$ cat src/hdl/ftrm_pkg.sv
// Shared types and constants for the fan tachometer rpm meter.
package ftrm_pkg;

  localparam int unsigned TimerW = 48;
  localparam int unsigned CntW   = 8;
  localparam int unsigned RpmW   = 16;
  localparam int unsigned TmoW   = 30;
  localparam int unsigned CfgIdxW = 2;
  localparam int unsigned NumW   = 44;   // 60e9 * 254 fits in 44 bits

  localparam logic [35:0] NsPerMinute = 36'd60000000000;
  localparam logic [CntW-1:0] EdgeLimitReset = 8'd33;
  localparam logic [TmoW-1:0] TimeoutReset   = 30'd500000000;

  localparam logic [CfgIdxW-1:0] CfgEdgeLimit = 2'd0;
  localparam logic [CfgIdxW-1:0] CfgTimeout   = 2'd1;

  typedef struct packed {
    logic              cmd;
    logic              tach_level;
    logic [TimerW-1:0] timer_ns;
  } in_item_t;

  typedef struct packed {
    logic [RpmW-1:0] rpm;
    logic            error;
  } out_item_t;

  // finished measurement handed from front to back
  typedef struct packed {
    logic [CntW-1:0]   revs;
    logic [TimerW-1:0] elapsed;
  } job_t;

endpackage

$ cat src/hdl/ftrm_front.sv
// Front end: tracks the measurement and emits a job when it ends.
module ftrm_front import ftrm_pkg::*; #(
  parameter int unsigned TIMER_BITS    = 48,
  parameter int unsigned EDGES_PER_REV = 4
) (
  input  logic                clk_i,
  input  logic                rst_ni,
  input  logic                in_valid_i,
  output logic                in_stall_o,
  input  in_item_t            in_data_i,
  input  logic [CntW-1:0]     edge_limit_i,
  input  logic [TmoW-1:0]     timeout_i,
  input  logic                full_i,
  output logic                push_o,
  output job_t                job_o
);

  localparam int unsigned ElW = (TIMER_BITS < TimerW) ? TIMER_BITS : TimerW;
  localparam logic [TimerW-1:0] TMask =
    (ElW >= TimerW) ? '1 : ((48'd1 << ElW) - 48'd1);
  // floor(x / EDGES_PER_REV) as (x * RecipMul) >> RecipShift, exact for x below 256
  localparam int unsigned RecipShift = 16;
  localparam int unsigned RecipW     = RecipShift + 1;
  localparam logic [RecipW-1:0] RecipMul =
    RecipW'((2**RecipShift + EDGES_PER_REV - 1) / EDGES_PER_REV);

  logic              meas_q, meas_d;
  logic              prev_q, prev_d;
  logic [CntW-1:0]   cnt_q, cnt_d;
  logic [TimerW-1:0] start_q, start_d;

  logic                   accept;
  logic [TimerW-1:0]      now;
  logic                   borrow;
  logic [TimerW-1:0]      elapsed;
  logic [CntW-1:0]        cnt_inc;
  logic [CntW+RecipW-1:0] revs_prod;
  logic [CntW-1:0]        revs;
  logic                   done;

  assign accept     = in_valid_i & ~full_i;
  assign in_stall_o = full_i;

  assign now     = in_data_i.timer_ns & TMask;
  assign borrow  = (now < start_q);
  // a timer wider than the sample wraps far past any timeout; the rate rounds to zero
  assign elapsed = ((TIMER_BITS > TimerW) && borrow) ? '1 : ((now - start_q) & TMask);
  assign cnt_inc = ((in_data_i.tach_level != prev_q) && (cnt_q != '1)) ?
                   cnt_q + 8'd1 : cnt_q;
  assign done    = ~((cnt_inc < edge_limit_i) &&
                     (elapsed < {{(TimerW-TmoW){1'b0}}, timeout_i}));
  assign revs_prod = {{RecipW{1'b0}}, cnt_inc - 8'd1} * {{CntW{1'b0}}, RecipMul};
  assign revs    = (cnt_inc == '0) ? '0 : revs_prod[RecipShift +: CntW];

  assign push_o        = accept & ~in_data_i.cmd & meas_q & done;
  assign job_o.revs    = revs;
  assign job_o.elapsed = elapsed;

  always_comb begin
    meas_d  = meas_q;
    prev_d  = prev_q;
    cnt_d   = cnt_q;
    start_d = start_q;
    if (accept) begin
      if (in_data_i.cmd) begin
        meas_d  = 1'b1;
        prev_d  = in_data_i.tach_level;
        cnt_d   = '0;
        start_d = now;
      end else if (meas_q) begin
        prev_d = in_data_i.tach_level;
        cnt_d  = cnt_inc;
        if (done) begin
          meas_d = 1'b0;
        end
      end
    end
  end

  always_ff @(posedge clk_i or negedge rst_ni) begin
    if (!rst_ni) begin
      meas_q  <= 1'b0;
      prev_q  <= 1'b0;
      cnt_q   <= '0;
      start_q <= '0;
    end else begin
      meas_q  <= meas_d;
      prev_q  <= prev_d;
      cnt_q   <= cnt_d;
      start_q <= start_d;
    end
  end

endmodule

$ cat src/hdl/ftrm_queue.sv
// Two-entry job queue between front and back.
module ftrm_queue import ftrm_pkg::*; (
  input  logic clk_i,
  input  logic rst_ni,
  input  logic push_i,
  input  job_t data_i,
  input  logic pop_i,
  output job_t data_o,
  output logic full_o,
  output logic empty_o
);

  job_t       mem_q [2];
  logic       wr_q, rd_q;
  logic [1:0] cnt_q;

  assign full_o  = (cnt_q == 2'd2);
  assign empty_o = (cnt_q == 2'd0);
  assign data_o  = mem_q[rd_q];

  always_ff @(posedge clk_i) begin
    if (push_i) begin
      mem_q[wr_q] <= data_i;
    end
  end

  always_ff @(posedge clk_i or negedge rst_ni) begin
    if (!rst_ni) begin
      wr_q  <= 1'b0;
      rd_q  <= 1'b0;
      cnt_q <= 2'd0;
    end else begin
      if (push_i) begin
        wr_q <= ~wr_q;
      end
      if (pop_i) begin
        rd_q <= ~rd_q;
      end
      case ({push_i, pop_i})
        2'b10:   cnt_q <= cnt_q + 2'd1;
        2'b01:   cnt_q <= cnt_q - 2'd1;
        default: cnt_q <= cnt_q;
      endcase
    end
  end

endmodule

$ cat src/hdl/ftrm_div.sv
// Back end: rpm scaling, saturation and restoring division, output register.
module ftrm_div import ftrm_pkg::*; (
  input  logic      clk_i,
  input  logic      rst_ni,
  input  logic      empty_i,
  input  job_t      job_i,
  output logic      pop_o,
  output logic      out_valid_o,
  input  logic      out_stall_i,
  output out_item_t out_data_o
);

  typedef enum logic [2:0] {
    StIdle,
    StMul,
    StCheck,
    StDiv,
    StFin
  } state_e;

  localparam int unsigned DshW = TimerW + RpmW;

  state_e            state_q, state_d;
  logic [CntW-1:0]   revs_q, revs_d;
  logic [TimerW-1:0] den_q, den_d;
  logic [NumW-1:0]   rem_q, rem_d;
  logic [DshW-1:0]   dsh_q, dsh_d;
  logic [RpmW-1:0]   quo_q, quo_d;
  logic              err_q, err_d;
  logic [3:0]        step_q, step_d;
  logic              ovld_q, ovld_d;
  out_item_t         odat_q, odat_d;

  logic              out_free;
  logic              ge;

  assign out_free    = ~ovld_q | ~out_stall_i;
  assign pop_o       = (state_q == StIdle) & ~empty_i;
  assign out_valid_o = ovld_q;
  assign out_data_o  = odat_q;
  assign ge          = {{(DshW-NumW){1'b0}}, rem_q} >= dsh_q;

  always_comb begin
    state_d = state_q;
    revs_d  = revs_q;
    den_d   = den_q;
    rem_d   = rem_q;
    dsh_d   = dsh_q;
    quo_d   = quo_q;
    err_d   = err_q;
    step_d  = step_q;
    ovld_d  = ovld_q & out_stall_i;
    odat_d  = odat_q;
    case (state_q)
      StIdle: begin
        if (!empty_i) begin
          revs_d  = job_i.revs;
          den_d   = job_i.elapsed;
          state_d = StMul;
        end
      end
      StMul: begin
        rem_d   = {{(NumW-36){1'b0}}, NsPerMinute} * {{(NumW-CntW){1'b0}}, revs_q};
        err_d   = (den_q == '0);
        state_d = StCheck;
      end
      StCheck: begin
        quo_d  = '0;
        step_d = 4'd15;
        dsh_d  = {1'b0, den_q, {(RpmW-1){1'b0}}};
        if (err_q) begin
          state_d = StFin;
        end else if ({{(DshW-NumW){1'b0}}, rem_q} >= {den_q, {RpmW{1'b0}}}) begin
          quo_d   = '1;
          state_d = StFin;
        end else begin
          state_d = StDiv;
        end
      end
      StDiv: begin
        if (ge) begin
          rem_d = rem_q - NumW'(dsh_q);
        end
        quo_d  = {quo_q[RpmW-2:0], ge};
        dsh_d  = dsh_q >> 1;
        step_d = step_q - 4'd1;
        if (step_q == 4'd0) begin
          state_d = StFin;
        end
      end
      StFin: begin
        if (out_free) begin
          ovld_d       = 1'b1;
          odat_d.rpm   = quo_q;
          odat_d.error = err_q;
          state_d      = StIdle;
        end
      end
      default: state_d = StIdle;
    endcase
  end

  always_ff @(posedge clk_i or negedge rst_ni) begin
    if (!rst_ni) begin
      state_q <= StIdle;
      ovld_q  <= 1'b0;
      revs_q  <= '0;
      den_q   <= '0;
      rem_q   <= '0;
      dsh_q   <= '0;
      quo_q   <= '0;
      err_q   <= 1'b0;
      step_q  <= '0;
      odat_q  <= '0;
    end else begin
      state_q <= state_d;
      ovld_q  <= ovld_d;
      revs_q  <= revs_d;
      den_q   <= den_d;
      rem_q   <= rem_d;
      dsh_q   <= dsh_d;
      quo_q   <= quo_d;
      err_q   <= err_d;
      step_q  <= step_d;
      odat_q  <= odat_d;
    end
  end

endmodule

$ cat src/hdl/fan_tach_rpm_meter.sv
// Fan tachometer rpm meter: top level with configuration registers.
// Samples and starts are taken one per cycle while the two-entry job queue has room.
// A job moves from the queue through the back end's idle, multiply, check, divide and finish
// states into the output register (skipping divide on error or saturation), one job at a time.
// Reset (async, active low) idles the meter, empties the queue and output register,
// and loads edge_limit = 33 and timeout_ns = 500000000.
module fan_tach_rpm_meter import ftrm_pkg::*; #(
  parameter int unsigned TIMER_BITS    = 48,
  parameter int unsigned EDGES_PER_REV = 4
) (
  input  logic               clk_i,
  input  logic               rst_ni,
  input  logic               in_valid_i,
  output logic               in_stall_o,
  input  in_item_t           in_data_i,
  output logic               out_valid_o,
  input  logic               out_stall_i,
  output out_item_t          out_data_o,
  input  logic               cfg_valid_i,
  output logic               cfg_ready_o,
  input  logic [CfgIdxW-1:0] cfg_index_i,
  input  logic [TmoW-1:0]    cfg_data_i
);

  logic [CntW-1:0] edge_limit_q;
  logic [TmoW-1:0] timeout_q;

  logic push, pop, full, empty;
  job_t push_job, head_job;

  assign cfg_ready_o = 1'b1;

  always_ff @(posedge clk_i or negedge rst_ni) begin
    if (!rst_ni) begin
      edge_limit_q <= EdgeLimitReset;
      timeout_q    <= TimeoutReset;
    end else if (cfg_valid_i) begin
      case (cfg_index_i)
        CfgEdgeLimit: edge_limit_q <= cfg_data_i[CntW-1:0];
        CfgTimeout:   timeout_q    <= cfg_data_i;
        default:      ;
      endcase
    end
  end

  ftrm_front #(
    .TIMER_BITS    (TIMER_BITS),
    .EDGES_PER_REV (EDGES_PER_REV)
  ) u_front (
    .clk_i        (clk_i),
    .rst_ni       (rst_ni),
    .in_valid_i   (in_valid_i),
    .in_stall_o   (in_stall_o),
    .in_data_i    (in_data_i),
    .edge_limit_i (edge_limit_q),
    .timeout_i    (timeout_q),
    .full_i       (full),
    .push_o       (push),
    .job_o        (push_job)
  );

  ftrm_queue u_queue (
    .clk_i   (clk_i),
    .rst_ni  (rst_ni),
    .push_i  (push),
    .data_i  (push_job),
    .pop_i   (pop),
    .data_o  (head_job),
    .full_o  (full),
    .empty_o (empty)
  );

  ftrm_div u_div (
    .clk_i       (clk_i),
    .rst_ni      (rst_ni),
    .empty_i     (empty),
    .job_i       (head_job),
    .pop_o       (pop),
    .out_valid_o (out_valid_o),
    .out_stall_i (out_stall_i),
    .out_data_o  (out_data_o)
  );

endmodule

$ cat config.mk
export PLATFORM = sky130hd
export DESIGN_NAME = fan_tach_rpm_meter
export DESIGN_NICKNAME = d
export VERILOG_FILES = /design/src/hdl/ftrm_pkg.sv /design/src/hdl/ftrm_front.sv /design/src/hdl/ftrm_queue.sv /design/src/hdl/ftrm_div.sv /design/src/hdl/fan_tach_rpm_meter.sv
export SDC_FILE = /design/constraint.sdc
export NUM_CORES = 1
export LEC_CHECK = 0
export ABC_AREA = 1
export BUFFER_PORTS_ARGS = -buffer_cell sky130_fd_sc_hd__buf_2
export CAP_MARGIN = 10
export CORE_AREA = 10 10 308 369
export CTS_BUF_LIST = sky130_fd_sc_hd__clkbuf_4 sky130_fd_sc_hd__clkbuf_8
export CTS_CLUSTER_SIZE = 20
export DETAILED_ROUTE_END_ITERATION = 6
export DIE_AREA = 0 0 318 379
export PLACE_DENSITY = 0.49
export SETUP_SLACK_MARGIN = 0.3
export SLEW_MARGIN = 0
export SYNTH_ARGS = -nofsm -noshare
export SYNTH_HDL_FRONTEND = slang
export SYNTH_HIERARCHICAL = 1
export SYNTH_SLANG_ARGS = --single-unit
$ cat constraint.sdc
create_clock -name clk_i -period 9.4 [get_ports clk_i]
set_input_delay 1.41 -clock clk_i [delete_from_list [all_inputs] [get_ports clk_i]]
set_output_delay 1.41 -clock clk_i [all_outputs]
set_load 0.01 [all_outputs]
==> impl_summary.md <==
Synth
A synthesized cell averages around 7 sq um. The most used flip-flop cell after synthesis is dfrtp_1. The gate count of the mapped netlist is between 4,000 and 5,000.

After synthesis the netlist holds a flip-flop and latch count of about 420. The count of flip-flops with a built-in enable after synthesis is between 100 and 150. The number of warnings issued by yosys is 6.

For this run, the register share of the synthesized area comes to between 30% and 40%. The share of synthesized flip-flops with an asynchronous set or reset is roughly three quarters. The cell area after synthesis is a little over 30,000 sq um. After synthesis, the netlist uses 56 different library cells.

Min path
The worst hold path begins at timeout_q[13]$_DFFE_PN1P_. The path class of the tightest hold or removal check is reg -> reg. The cell depth of the worst min-delay path is 2. The destination of the worst hold path is timeout_q[13]$_DFFE_PN1P_.

Timing
The hold violation total from the final report was 0. Of the available clock period, the critical path in the final layout requires between 50% and 60%. The total count of max-transition violations in the final report came to 0.

The remaining max-slew budget at the tightest pin is roughly 27%. The achievable frequency is 183 MHz. The total negative slack is 0 ns. Across all hold checks on the routed design, the worst slack comes to around 0.46 ns.

Setup repair after global routing left no endpoint under its margin. The post-layout minimum cycle time is about 5.5 ns. The setup skew after layout is roughly 0.038 ns.

Setup violations remaining at the end of the flow were counted as 0. For the pin with the worst max-slew slack, the measured transition is around 1.1 ns.

Detailed routing
The total wire length after detailed routing is between 90,000 and 100,000 um. In the final routed layout, each cell accounts on average for between 15 and 20 um. In the routed design, unresolved DRC markers number 0.

In this run the remaining antenna-violating nets after routing total 0. The total vias in the final route is about 27,000. The detailed-router iteration count before antenna repair is 7. The detailed router's first-iteration violation count is between 1,500 and 2,000. The via density per instance is roughly 4.6.

Critical path
The number of buffers and inverters on the critical path is 6. The worst-case reg-to-reg path depth is 19. The critical path class is in -> reg. The cell repeated most along the worst path is nand3_1. The critical path launch point type is an input pin.

STA puts the critical path data required time at 9.68 ns. The arrival time at the worst endpoint is about 5.8 ns. The endpoint identified for the worst register-to-register timing path is u_div/rem_q[42]$_DFFE_PN0P_.

The largest incremental delay on the critical path is ~0.56 ns. The startpoint identified for the worst register-to-register timing path is u_div/revs_q[6]$_DFFE_PN0P_. The kind of cell with the highest combined delay along the critical path is simple AND/OR/NAND/NOR gates. The internal reg-to-reg setup slack is 4.32 ns.

In this run the worst path has a maximum fanout of 37. The endpoint type of the worst setup path is a flop. Walking the worst path, the cells encountered are buf_2 > inv_1 > ha_1 > inv_1 > fa_1 > nand3_1 > nand3_1 > nand3_1 > nand3_1 > a31oi_1 > xnor2_1 > ha_1 > nand3_1 > nor3b_1 > nand4_1 > nor2_1 > nor2_1 > nand3_1 > nand2_1 > inv_1 > inv_1 > nor2_4 > buf_4.

The cell type of the slowest stage on the worst timing path is buf_4.

GRT
The wire length of the first global-routing pass is between 150,000 and 200,000 um. Global routing used around 16% of the available tracks. The sum of overflow across all layers after global routing is 0. The number of global-route vias before repair is roughly 27,000. The initial antenna violation count is 3.

Entering global routing, the biggest net connects between 100 and 150 pins.

Clock tree
Clock tree synthesis found a total of 417 sinks. The clock transition time at the flip-flop clock pins of the worst setup and hold paths is 0.05 ns. The number of levels the H-tree was split into is 3. The cell at the root of the clock tree is clkbuf_8.

At the later pin of the worst-skew pair, clock insertion delay measures 0.68 ns. No sink is reached through more buffers than the 3 on the longest clock path. The CTS buffer count is 77. The number of buffers inserted to repair setup after CTS is 0. The TritonCTS clock tree is built. The number of cells upsized or downsized after cts is 0. After clock tree synthesis, the flow added hold-fix buffers numbering 0.

Outcome
The run finished with clean final reports.

Run
The tool flagged a number of max-cap violations equal to 0.

Place
At the end of routability-driven placement, the weighted congestion stood at slightly below 1. The count of port buffers added during placement is roughly 110. The wire-length estimate of the detail-placed layout is 77,900 um. The placed instance area is approximately 33,000 sq um.

Floorplanning
In this run the count of I/O pins placed on the die edge is 107. The core outline area is roughly 110,000 sq um. The die outline area is roughly 120,000 sq um. The die boundary width is around 320 um. The initial cell density of the core is roughly 29%. The total number of placement rows is about 130.

The height of the chip is roughly 380 um.

Layout
Of the cells placed in the final design, the portion with a size suffix greater than 1 is 8.10%. The final net count is about 4,800. In the layout the commonest cells are 1,377 x nand2_1, 790 x inv_1, 310 x nor2_1, 289 x dfrtp_1, 244 x ha_1. The growth of design area from synthesis to finish is 11.6%.

Leaving out fill and tap cells, the most frequent cell in the layout is nand2_1. The finished cells cover around 34,000 sq um.
-- through the flow --
| step | util (%) | setup slack [ns] | std cells |
|---|---|---|---|
| finish | 32.2 | 3.93 | 5854 |
| global route | 32.2 | 3.55 | 5854 |
| floorplan | - | 2.71 | 4297 |
| CTS | 32.2 | 3.91 | 5853 |
| global placement | 30.7 | 3.23 | 5717 |
| detailed placement | 30.7 | 3.19 | 5717 |
-- final cells by class --
cell class                 instances  area [sq um]
antenna                            1          2.50
sequential                       417         11000
tap                             1396          1750
fill                           11631         71900
multi-input combinational       2977         16100
inverter                         803          3010
clock inverter                    15           133
clock buffer                     121          1450
timing repair buffer             124           678
-- worst reg2reg max path: cells and delay by family, from the launching register on --
kind	cells	cell delay, ns
buffers and inverters	3	0.19
and+or+nand+nor	10	1.47
xor gates and xnor gates	1	0.38
DFF	1	0.63
adders and majority gates	5	2.37
-- worst max-delay path by stage --
| stage | depth (start not counted) | slack [ns] | start | end |
|---|---|---|---|---|
| after CTS | 23 | 3.91 | in_data_i[0] | u_queue/mem_q[0][11]$_DFFE_PP_ |
| final | 23 | 3.93 | in_data_i[0] | u_queue/mem_q[0][11]$_DFFE_PP_ |
| after global placement | 23 | 3.23 | in_data_i[0] | u_queue/mem_q[0][52]$_DFFE_PP_ |
| after detailed placement | 23 | 3.19 | in_data_i[0] | u_queue/mem_q[0][51]$_DFFE_PP_ |
| after global routing | 23 | 3.55 | in_data_i[0] | u_queue/mem_q[0][11]$_DFFE_PP_ |
| after floorplan | 21 | 2.71 | in_data_i[0] | u_queue/mem_q[0][0]$_DFFE_PP_ |
-- sequential cells by signal, summed over array words and instances, names as in the netlist, 16 cells and up --
register          flops
u_queue/mem_q       112
u_div/dsh_q          63
u_div/quo_q          16
u_div/out_data_o     17
u_div/den_q          48
u_div/rem_q          44
u_front/start_q      48
timeout_q            30
-- synthesized netlist by cell type, types with 17 or more instances --
master	instances	area, sq um
nand2_1	1379	5180
inv_1	792	2970
nor2_1	313	1170
dfrtp_1	290	7260
ha_1	244	3050
nand3_1	228	1140
a21oi_1	207	1040
o21ai_0	196	981
edfxtp_1	112	3360
nand4_1	71	444
clkbuf_1	61	229
a22oi_1	46	345
fa_1	44	881
xor2_1	34	298
nand2_2	22	138
o22ai_1	21	131
nor2_2	20	125
nor3_1	19	95.1
buf_2	17	85.1
o21bai_1	17	128
xnor2_1	17	149
-- metal layers --
metal	part of all wire [%]	up-vias	GRT usage [%]
met5	0	-	0
met4	4.3	0	6.87
met3	3.3	168	2.23
met2	50	456	28.9
met1	42	12597	18.5
li1	-	13759	-
-- kinds of logic after synthesis --
logic type,synth area share [%]
compound gates,9.43
flops,36.0
fa+ha+maj,12.9
buf+inv,11.4
mux,0.0736
xor+xnor,1.51
simple gates,28.7
other cells,0.0245
Power is left out: the tool's default activity adds up to more than one toggle a clock period on the data nets, which glitch-free logic cannot reach.
